--- config.mk ---
export PLATFORM = sky130hd
export DESIGN_NAME = sha256_byte_stream_hasher
export DESIGN_NICKNAME = d
export VERILOG_FILES = /design/src/rtl/shabs_pkg.sv /design/src/rtl/shabs_core.sv /design/src/rtl/sha256_byte_stream_hasher.sv
export SDC_FILE = /design/constraint.sdc
export NUM_CORES = 2
export LEC_CHECK = 0
export BUFFER_PORTS_ARGS = -buffer_cell sky130_fd_sc_hd__buf_2
export CELL_PAD_IN_SITES_DETAIL_PLACEMENT = 1
export CELL_PAD_IN_SITES_GLOBAL_PLACEMENT = 2
export CORE_MARGIN = 3
export CORE_UTILIZATION = 30
export DETAILED_ROUTE_END_ITERATION = 8
export PLACE_DENSITY = 0.71
export SLEW_MARGIN = 20
export SYNTH_ARGS = -nofsm -noshare
export SYNTH_HDL_FRONTEND = slang
export SYNTH_SLANG_ARGS = --single-unit
--- constraint.sdc ---
create_clock -name clk_i -period 8.94 [get_ports clk_i]
set_clock_uncertainty 0.2 [all_clocks]
set_input_delay 0.894 -clock clk_i [delete_from_list [all_inputs] [get_ports clk_i]]
set_output_delay 0.894 -clock clk_i [all_outputs]
set_load 0.03 [all_outputs]
--- src/rtl/shabs_pkg.sv ---
`timescale 1ns / 1ps
// ----------------------------------------------------------------------------
// SHA-256 byte stream hasher: shared package
// Sequencer states, the core control group, the initial hash vector and the
// round constant table.
// ----------------------------------------------------------------------------
package shabs_pkg;

  // Eight 32-bit words, index 0 holds word A / H0
  typedef logic [7:0][31:0] shabs_words_t;

  typedef enum logic [2:0] {
    ST_IDLE,
    ST_ABS_HASH,
    ST_PAD,
    ST_PAD_HASH,
    ST_EMIT
  } shabs_state_e;

  // Control group from the sequencer to the compression core
  typedef struct packed {
    logic       byte_shift;
    logic [7:0] byte_val;
    logic       start;
    logic       h_init;
  } shabs_core_ctrl_t;

  localparam logic       MODE_ABSORB = 1'b0;
  localparam logic       MODE_FINISH = 1'b1;

  localparam logic [7:0] PAD_BYTE    = 8'h80;
  localparam logic [5:0] LEN_POS     = 6'd56;
  localparam logic [5:0] FILL_LAST   = 6'd63;
  localparam logic [5:0] ROUND_LAST  = 6'd63;
  localparam logic [2:0] WORD_LAST   = 3'd7;

  localparam shabs_words_t HASH_IV = {
    32'h5be0cd19, 32'h1f83d9ab, 32'h9b05688c, 32'h510e527f,
    32'ha54ff53a, 32'h3c6ef372, 32'hbb67ae85, 32'h6a09e667
  };

  localparam logic [31:0] ROUND_K [64] = '{
    32'h428a2f98, 32'h71374491, 32'hb5c0fbcf, 32'he9b5dba5,
    32'h3956c25b, 32'h59f111f1, 32'h923f82a4, 32'hab1c5ed5,
    32'hd807aa98, 32'h12835b01, 32'h243185be, 32'h550c7dc3,
    32'h72be5d74, 32'h80deb1fe, 32'h9bdc06a7, 32'hc19bf174,
    32'he49b69c1, 32'hefbe4786, 32'h0fc19dc6, 32'h240ca1cc,
    32'h2de92c6f, 32'h4a7484aa, 32'h5cb0a9dc, 32'h76f988da,
    32'h983e5152, 32'ha831c66d, 32'hb00327c8, 32'hbf597fc7,
    32'hc6e00bf3, 32'hd5a79147, 32'h06ca6351, 32'h14292967,
    32'h27b70a85, 32'h2e1b2138, 32'h4d2c6dfc, 32'h53380d13,
    32'h650a7354, 32'h766a0abb, 32'h81c2c92e, 32'h92722c85,
    32'ha2bfe8a1, 32'ha81a664b, 32'hc24b8b70, 32'hc76c51a3,
    32'hd192e819, 32'hd6990624, 32'hf40e3585, 32'h106aa070,
    32'h19a4c116, 32'h1e376c08, 32'h2748774c, 32'h34b0bcb5,
    32'h391c0cb3, 32'h4ed8aa4a, 32'h5b9cca4f, 32'h682e6ff3,
    32'h748f82ee, 32'h78a5636f, 32'h84c87814, 32'h8cc70208,
    32'h90befffa, 32'ha4506ceb, 32'hbef9a3f7, 32'hc67178f2
  };

endpackage

--- src/rtl/shabs_core.sv ---
`timescale 1ns / 1ps
// ----------------------------------------------------------------------------
// SHA-256 compression core
// Block buffer as a byte shift line, one shared round unit run for 64 rounds,
// message schedule in the same buffer, chaining add as a separate registered step.
// ----------------------------------------------------------------------------
module shabs_core import shabs_pkg::*; (
  input  logic             clk_i,
  input  logic             rst_ni,
  input  shabs_core_ctrl_t ctrl_i,
  output logic             busy_o,
  output shabs_words_t     h_o
);

  function automatic logic [31:0] rotr(input logic [31:0] x, input int unsigned n);
    return (x >> n) | (x << (32 - n));
  endfunction

  logic [511:0] blk_q, blk_d;
  shabs_words_t h_q, h_d, v_q, v_d;
  logic [5:0]   rnd_q;
  logic         run_q, fin_q;

  logic [31:0]  w_t, w_new, t1, t2, s0, s1, bs0, bs1, ch, maj;

  always_comb begin
    w_t   = blk_q[511:480];
    s0    = rotr(blk_q[479:448], 7) ^ rotr(blk_q[479:448], 18) ^ (blk_q[479:448] >> 3);
    s1    = rotr(blk_q[63:32], 17) ^ rotr(blk_q[63:32], 19) ^ (blk_q[63:32] >> 10);
    w_new = w_t + s0 + blk_q[223:192] + s1;

    bs1 = rotr(v_q[4], 6) ^ rotr(v_q[4], 11) ^ rotr(v_q[4], 25);
    bs0 = rotr(v_q[0], 2) ^ rotr(v_q[0], 13) ^ rotr(v_q[0], 22);
    ch  = (v_q[4] & v_q[5]) ^ (~v_q[4] & v_q[6]);
    maj = (v_q[0] & v_q[1]) ^ (v_q[0] & v_q[2]) ^ (v_q[1] & v_q[2]);
    t1  = v_q[7] + bs1 + ch + ROUND_K[rnd_q] + w_t;
    t2  = bs0 + maj;

    blk_d = blk_q;
    v_d   = v_q;
    h_d   = h_q;

    // Advance the schedule window while rounds run, else take message bytes
    if (run_q) begin
      blk_d  = {blk_q[479:0], w_new};
      v_d[0] = t1 + t2;
      v_d[1] = v_q[0];
      v_d[2] = v_q[1];
      v_d[3] = v_q[2];
      v_d[4] = v_q[3] + t1;
      v_d[5] = v_q[4];
      v_d[6] = v_q[5];
      v_d[7] = v_q[6];
    end else if (ctrl_i.byte_shift) begin
      blk_d = {blk_q[503:0], ctrl_i.byte_val};
    end

    if (ctrl_i.start) begin
      v_d = h_q;
    end

    if (fin_q) begin
      for (int i = 0; i < 8; i++) begin
        h_d[i] = h_q[i] + v_q[i];
      end
    end

    if (ctrl_i.h_init) begin
      h_d = HASH_IV;
    end
  end

  always_ff @(posedge clk_i or negedge rst_ni) begin
    if (!rst_ni) begin
      h_q   <= HASH_IV;
      rnd_q <= '0;
      run_q <= 1'b0;
      fin_q <= 1'b0;
    end else begin
      h_q   <= h_d;
      fin_q <= 1'b0;
      if (ctrl_i.start) begin
        run_q <= 1'b1;
        rnd_q <= '0;
      end else if (run_q) begin
        rnd_q <= rnd_q + 6'd1;
        if (rnd_q == ROUND_LAST) begin
          run_q <= 1'b0;
          fin_q <= 1'b1;
        end
      end
    end
  end

  always_ff @(posedge clk_i) begin
    blk_q <= blk_d;
    v_q   <= v_d;
  end

  assign busy_o = run_q | fin_q;
  assign h_o    = h_q;

endmodule

--- src/rtl/sha256_byte_stream_hasher.sv ---
`timescale 1ns / 1ps
// ----------------------------------------------------------------------------
// SHA-256 byte stream hasher
// Absorbs a message one byte per transfer and returns the eight digest words
// of SHA-256 on a finish transfer.
// ----------------------------------------------------------------------------
// Usage:
//   Input channel (in_valid_i / in_stall_o): mode_i = 0 absorbs message_byte_i,
//   mode_i = 1 finishes the message; message_byte_i is ignored then.
//   Output channel (out_valid_o / out_stall_i): eight transfers per finish,
//   digest_word_o = H0..H7 with word_index_o, last_word_o set on H7.
// Timing:
//   The 64th byte of a block starts the shared round unit: 64 rounds at one
//   per cycle, then the chaining add, then the handoff back to idle.
//   A finish shifts padding and length bytes into the block buffer, one per
//   cycle except while a compression runs (64 minus pending bytes, or 128
//   minus them when 56 or more are pending), runs one or two compressions,
//   then offers the eight words once the last chaining add is done.
//   in_stall_o stays high from any block-completing transfer to the end of
//   its compression, and from a finish until H7 has been transferred.
// Reset: the chaining words take the initial hash vector, the byte and bit
//   counts clear, no digest is pending. out_stall_i holds the current word
//   in place; the block simply waits.
// ----------------------------------------------------------------------------
module sha256_byte_stream_hasher import shabs_pkg::*; (
  input  logic        clk_i,
  input  logic        rst_ni,
  input  logic        in_valid_i,
  output logic        in_stall_o,
  input  logic        mode_i,
  input  logic [7:0]  message_byte_i,
  output logic        out_valid_o,
  input  logic        out_stall_i,
  output logic [31:0] digest_word_o,
  output logic [2:0]  word_index_o,
  output logic        last_word_o
);

  shabs_state_e     state_q, state_d;
  logic [5:0]       fill_q, fill_d;
  logic [63:0]      bits_q, bits_d;
  logic             two_blk_q, two_blk_d;
  logic             final_q, final_d;
  logic [2:0]       idx_q, idx_d;

  shabs_core_ctrl_t ctrl;
  logic             busy;
  shabs_words_t     h_words;
  logic             in_xfer, out_xfer;
  logic [7:0]       len_byte;

  shabs_core u_core (
    .clk_i  (clk_i),
    .rst_ni (rst_ni),
    .ctrl_i (ctrl),
    .busy_o (busy),
    .h_o    (h_words)
  );

  assign in_stall_o    = (state_q != ST_IDLE);
  assign out_valid_o   = (state_q == ST_EMIT);
  assign in_xfer       = in_valid_i & ~in_stall_o;
  assign out_xfer      = out_valid_o & ~out_stall_i;
  assign digest_word_o = h_words[idx_q];
  assign word_index_o  = idx_q;
  assign last_word_o   = (idx_q == WORD_LAST);

  // Length bytes go out big-endian: buffer slot 56 carries bits 63:56
  assign len_byte = 8'(bits_q >> {~fill_q[2:0], 3'b000});

  always_comb begin
    state_d   = state_q;
    fill_d    = fill_q;
    bits_d    = bits_q;
    two_blk_d = two_blk_q;
    final_d   = final_q;
    idx_d     = idx_q;
    ctrl      = '0;

    case (state_q)
      ST_IDLE: begin
        if (in_xfer) begin
          ctrl.byte_shift = 1'b1;
          fill_d          = fill_q + 6'd1;
          if (mode_i == MODE_ABSORB) begin
            ctrl.byte_val = message_byte_i;
            bits_d        = bits_q + 64'd8;
            if (fill_q == FILL_LAST) begin
              ctrl.start = 1'b1;
              state_d    = ST_ABS_HASH;
            end
          end else begin
            // Pad byte first; it may itself complete the block
            ctrl.byte_val = PAD_BYTE;
            if (fill_q == FILL_LAST) begin
              ctrl.start = 1'b1;
              final_d    = 1'b0;
              two_blk_d  = 1'b0;
              state_d    = ST_PAD_HASH;
            end else begin
              two_blk_d = (fill_q inside {[LEN_POS:FILL_LAST]});
              state_d   = ST_PAD;
            end
          end
        end
      end

      ST_ABS_HASH: begin
        if (!busy) begin
          state_d = ST_IDLE;
        end
      end

      ST_PAD: begin
        ctrl.byte_shift = 1'b1;
        fill_d          = fill_q + 6'd1;
        if (!two_blk_q && (fill_q inside {[LEN_POS:FILL_LAST]})) begin
          ctrl.byte_val = len_byte;
        end else begin
          ctrl.byte_val = 8'h00;
        end
        if (fill_q == FILL_LAST) begin
          ctrl.start = 1'b1;
          final_d    = ~two_blk_q;
          two_blk_d  = 1'b0;
          state_d    = ST_PAD_HASH;
        end
      end

      ST_PAD_HASH: begin
        if (!busy) begin
          state_d = final_q ? ST_EMIT : ST_PAD;
        end
      end

      ST_EMIT: begin
        if (out_xfer) begin
          idx_d = idx_q + 3'd1;
          if (idx_q == WORD_LAST) begin
            // Drop back to a fresh message
            ctrl.h_init = 1'b1;
            fill_d      = '0;
            bits_d      = '0;
            idx_d       = '0;
            state_d     = ST_IDLE;
          end
        end
      end

      default: begin
        state_d = ST_IDLE;
      end
    endcase
  end

  always_ff @(posedge clk_i or negedge rst_ni) begin
    if (!rst_ni) begin
      state_q   <= ST_IDLE;
      fill_q    <= '0;
      bits_q    <= '0;
      two_blk_q <= 1'b0;
      final_q   <= 1'b0;
      idx_q     <= '0;
    end else begin
      state_q   <= state_d;
      fill_q    <= fill_d;
      bits_q    <= bits_d;
      two_blk_q <= two_blk_d;
      final_q   <= final_d;
      idx_q     <= idx_d;
    end
  end

endmodule

==> impl_metrics.tcl <==
set metrics [dict create \
    grt_first_pass_wirelength_um 412900 \
    cp_slowest_stage_delay_ps 530 \
    cp-start-kind "register" \
    synth.top_cells.by_area "edfxtp_1 (30%), mux2_2 (7.8%), dfrtp_1 (6.7%), ha_1 (6.5%), fa_1 (5.1%)" \
    avgViaCountPerCell 5.272 \
    die_x_um 509.3 \
    cts_made_buffers 137 \
    routed_wl_um 281200 \
    antenna_found_initial 9 \
    cts_buffer_depth 3 \
    synth_fp_nets 7872 \
    die_h_um 509.3 \
    syn_area_per_cell_um2 10.45 \
    worst_slack_ps 282.3 \
    cts_root_buf "clkbuf_16" \
    grt.overflow.total 0 \
    ant_nets 0 \
    maxCapViolations 0 \
    postPlaceCellArea_um2 82000 \
    yosysTopAreaCell "edfxtp_1" \
    worst-path-max-fanout 5 \
    cts_tree "done" \
    initial_core_util 0.3019 \
    crit_slowest_cell "mux4_2" \
    fill_cells 28012 \
    crit_type "reg -> reg" \
    wire_per_inst_um 25.73 \
    port_buffers 50 \
    required_ps 9380 \
    finish.instance_area_um2 87160 \
    drt_iter0_drc 4127 \
    synthTopCellsByCount "nand2_1 (978), edfxtp_1 (768), mux2_2 (528)" \
    critPathCaptureType "register" \
    seq_area_frac_synth 0.4174 \
    tightestPinTransition_ps 1155 \
    synthFlopType "edfxtp_1" \
    async_reset_ff_frac 0.3062 \
    die_area_um2 259300 \
    core_area_um2 251600 \
    synth_cell_types 92 \
    num_rows 184 \
    fin_nets 8069 \
    drive_gt1_frac 0.1954 \
    gp_congestion 0.9291 \
    setup_viol 0 \
    clk_pin_slew_ps 60 \
    num_vias 57631 \
    grt_max_degree 201 \
    arrival_ps 9100 \
    yosysWarnings 0 \
    grt_pass1_vias 61100 \
    slew_viol_final 0 \
    ios 51 \
    grt_usage 0.2127 \
    slew_headroom 0.2300 \
    hpwl_um 211100 \
    cts_sinks 1107 \
    period_needed_ps 8658 \
    cts_htree_levels 4 \
    syn_inst 7268 \
    yosysMostFrequentCell "nand2_1" \
    synth_top_area_frac 0.3035 \
    clock_latency_ps 820 \
    hold_path_depth 3 \
    hold_path.class "in -> reg" \
    reg2regPathDepth 37 \
    drc 0 \
    synthToLayoutAreaGrowth_pct 14.72 \
    hold_viol 0 \
    fmax_mhz 115.5 \
    synth_edf_count 768 \
    cpMostUsedCell "a21oi_2" \
    ys_ff_latch 1107 \
    status "complete, no violations" \
    syn-cell-area_um2 75980 \
    post-place-ws_ps -335.7 \
    dr.pass1.iters 5 \
    min_period_over_period 0.9684 \
]
==> placed cells by master (no fill, tap or decap), types with 51 or more instances in the layout <==
master     count
nand2_1      975
edfxtp_1     768
mux2_2       528
nor2_1       485
a21oi_1      474
o21ai_0      412
xnor2_1      395
ha_1         390
buf_4        355
inv_1        300
dfrtp_1      195
fa_1         193
xor2_1       189
a21o_1       157
clkbuf_16    139
dfstp_2      136
mux2i_1      108
nand3_1      101
mux4_2        86
nor3_1        77
o21a_1        69
nand2b_1      62
a211oi_1      60
a31oi_1       52
and3_1        51
==> area by class of cell <==
type,instances,area [um2],share of cell area
inverter,305,1154,0.01323
tap,3348,4189,0.04806
clock buffer,186,3785,0.04342
timing repair buffer,428,3322,0.03811
antenna,3,7.507,0.00008613
clock inverter,68,979.7,0.01124
multi-input combinational,5486,41990,0.4817
sequential,1107,31740,0.3641
==> state kept, by name (all words and copies together) (netlist names) <==
| name | count |
|---|---|
| u_core.h_o | 256 |
| u_core.rnd_q | 6 |
| two_blk_q | 1 |
| u_core.fin_q | 1 |
| u_core.v_q | 256 |
| state_q | 3 |
| u_core.blk_q | 512 |
| u_core.run_q | 1 |
| word_index_o | 3 |
| final_q | 1 |
| fill_q | 6 |
| bits_q | 61 |
==> final timing paths <==
kind	slack (ps)	startpoint	endpoint
max	280	u_core.rnd_q[0]$_DFFE_PN0P_	u_core.v_q[31]$_DFFE_PP_
max in group asynchronous	6430	rst_ni	u_core.h_o[231]$_DFFE_PN0P_
min	200	mode_i	two_blk_q$_DFFE_PN0P_
max reg2reg	280	u_core.rnd_q[0]$_DFFE_PN0P_	u_core.v_q[31]$_DFFE_PP_
min in group asynchronous	420	rst_ni	u_core.h_o[237]$_DFFE_PN0P_
min reg2reg	320	u_core.h_o[63]$_DFFE_PN1P_	u_core.h_o[63]$_DFFE_PN1P_
==> routing by layer <==
| metal | GRT usage | up-vias | wire length [um] | part of all wire |
|---|---|---|---|---|
| met5 | 0 | - | 0 | 0 |
| met4 | 0.06854 | 0 | 9774 | 0.035 |
| met1 | 0.2830 | 29688 | 126600 | 0.45 |
| li1 | - | 26484 | - | - |
| met3 | 0.02292 | 350 | 9478 | 0.034 |
| met2 | 0.3612 | 1109 | 135400 | 0.48 |
==> worst max-delay path, delay by kind of cell, from the launching register on <==
family	cells	cell delay [ps]
buf+inv	5	610
mux	1	530
simple gates	5	600
fa+ha+maj	8	2750
flops	1	370
xor+xnor	2	360
compound gates	16	3060
==> through the flow <==
| step | std cells | hold slack, ps | setup TNS, ps | utilization |
|---|---|---|---|---|
| floorplan | 7268 | 279.1 | 0 | - |
| global placement | 10661 | 311.0 | -699.5 | 0.3259 |
| detailed placement | 10661 | 315.7 | -1335 | 0.3259 |
| CTS | 10918 | 136.0 | 0 | 0.3452 |
| global route | 10929 | 159.6 | -39.14 | 0.3464 |
| finish | 10931 | 202.7 | 0 | 0.3464 |
==> cell families (layout without fill, tap and decap cells) <==
kind of cell / Yosys count / count (layout) / synth area share
AO/OA/AOI/OAI: 1574 / 1574 / 0.1296
multiplexers: 722 / 722 / 0.1180
buffers and inverters: 675 / 987 / 0.03340
other: 0 / 3 / 0
flip-flops: 1107 / 1107 / 0.4174
adder cells (fa/ha/maj): 617 / 617 / 0.1200
AND/OR/NAND/NOR: 1982 / 1982 / 0.1131
XOR/XNOR: 591 / 591 / 0.06849
==> repair_timing <==
action	in CTS	in global routing
setup endpoints to repair	11	17
hold buffers	1	0
buffers inserted	2	9
pin swaps	4	16
hold endpoints to repair	23	0
resized for setup	17	54
Power is not shown: default switching activity piles up to over one toggle a cycle in this logic, so the estimate is an artifact.
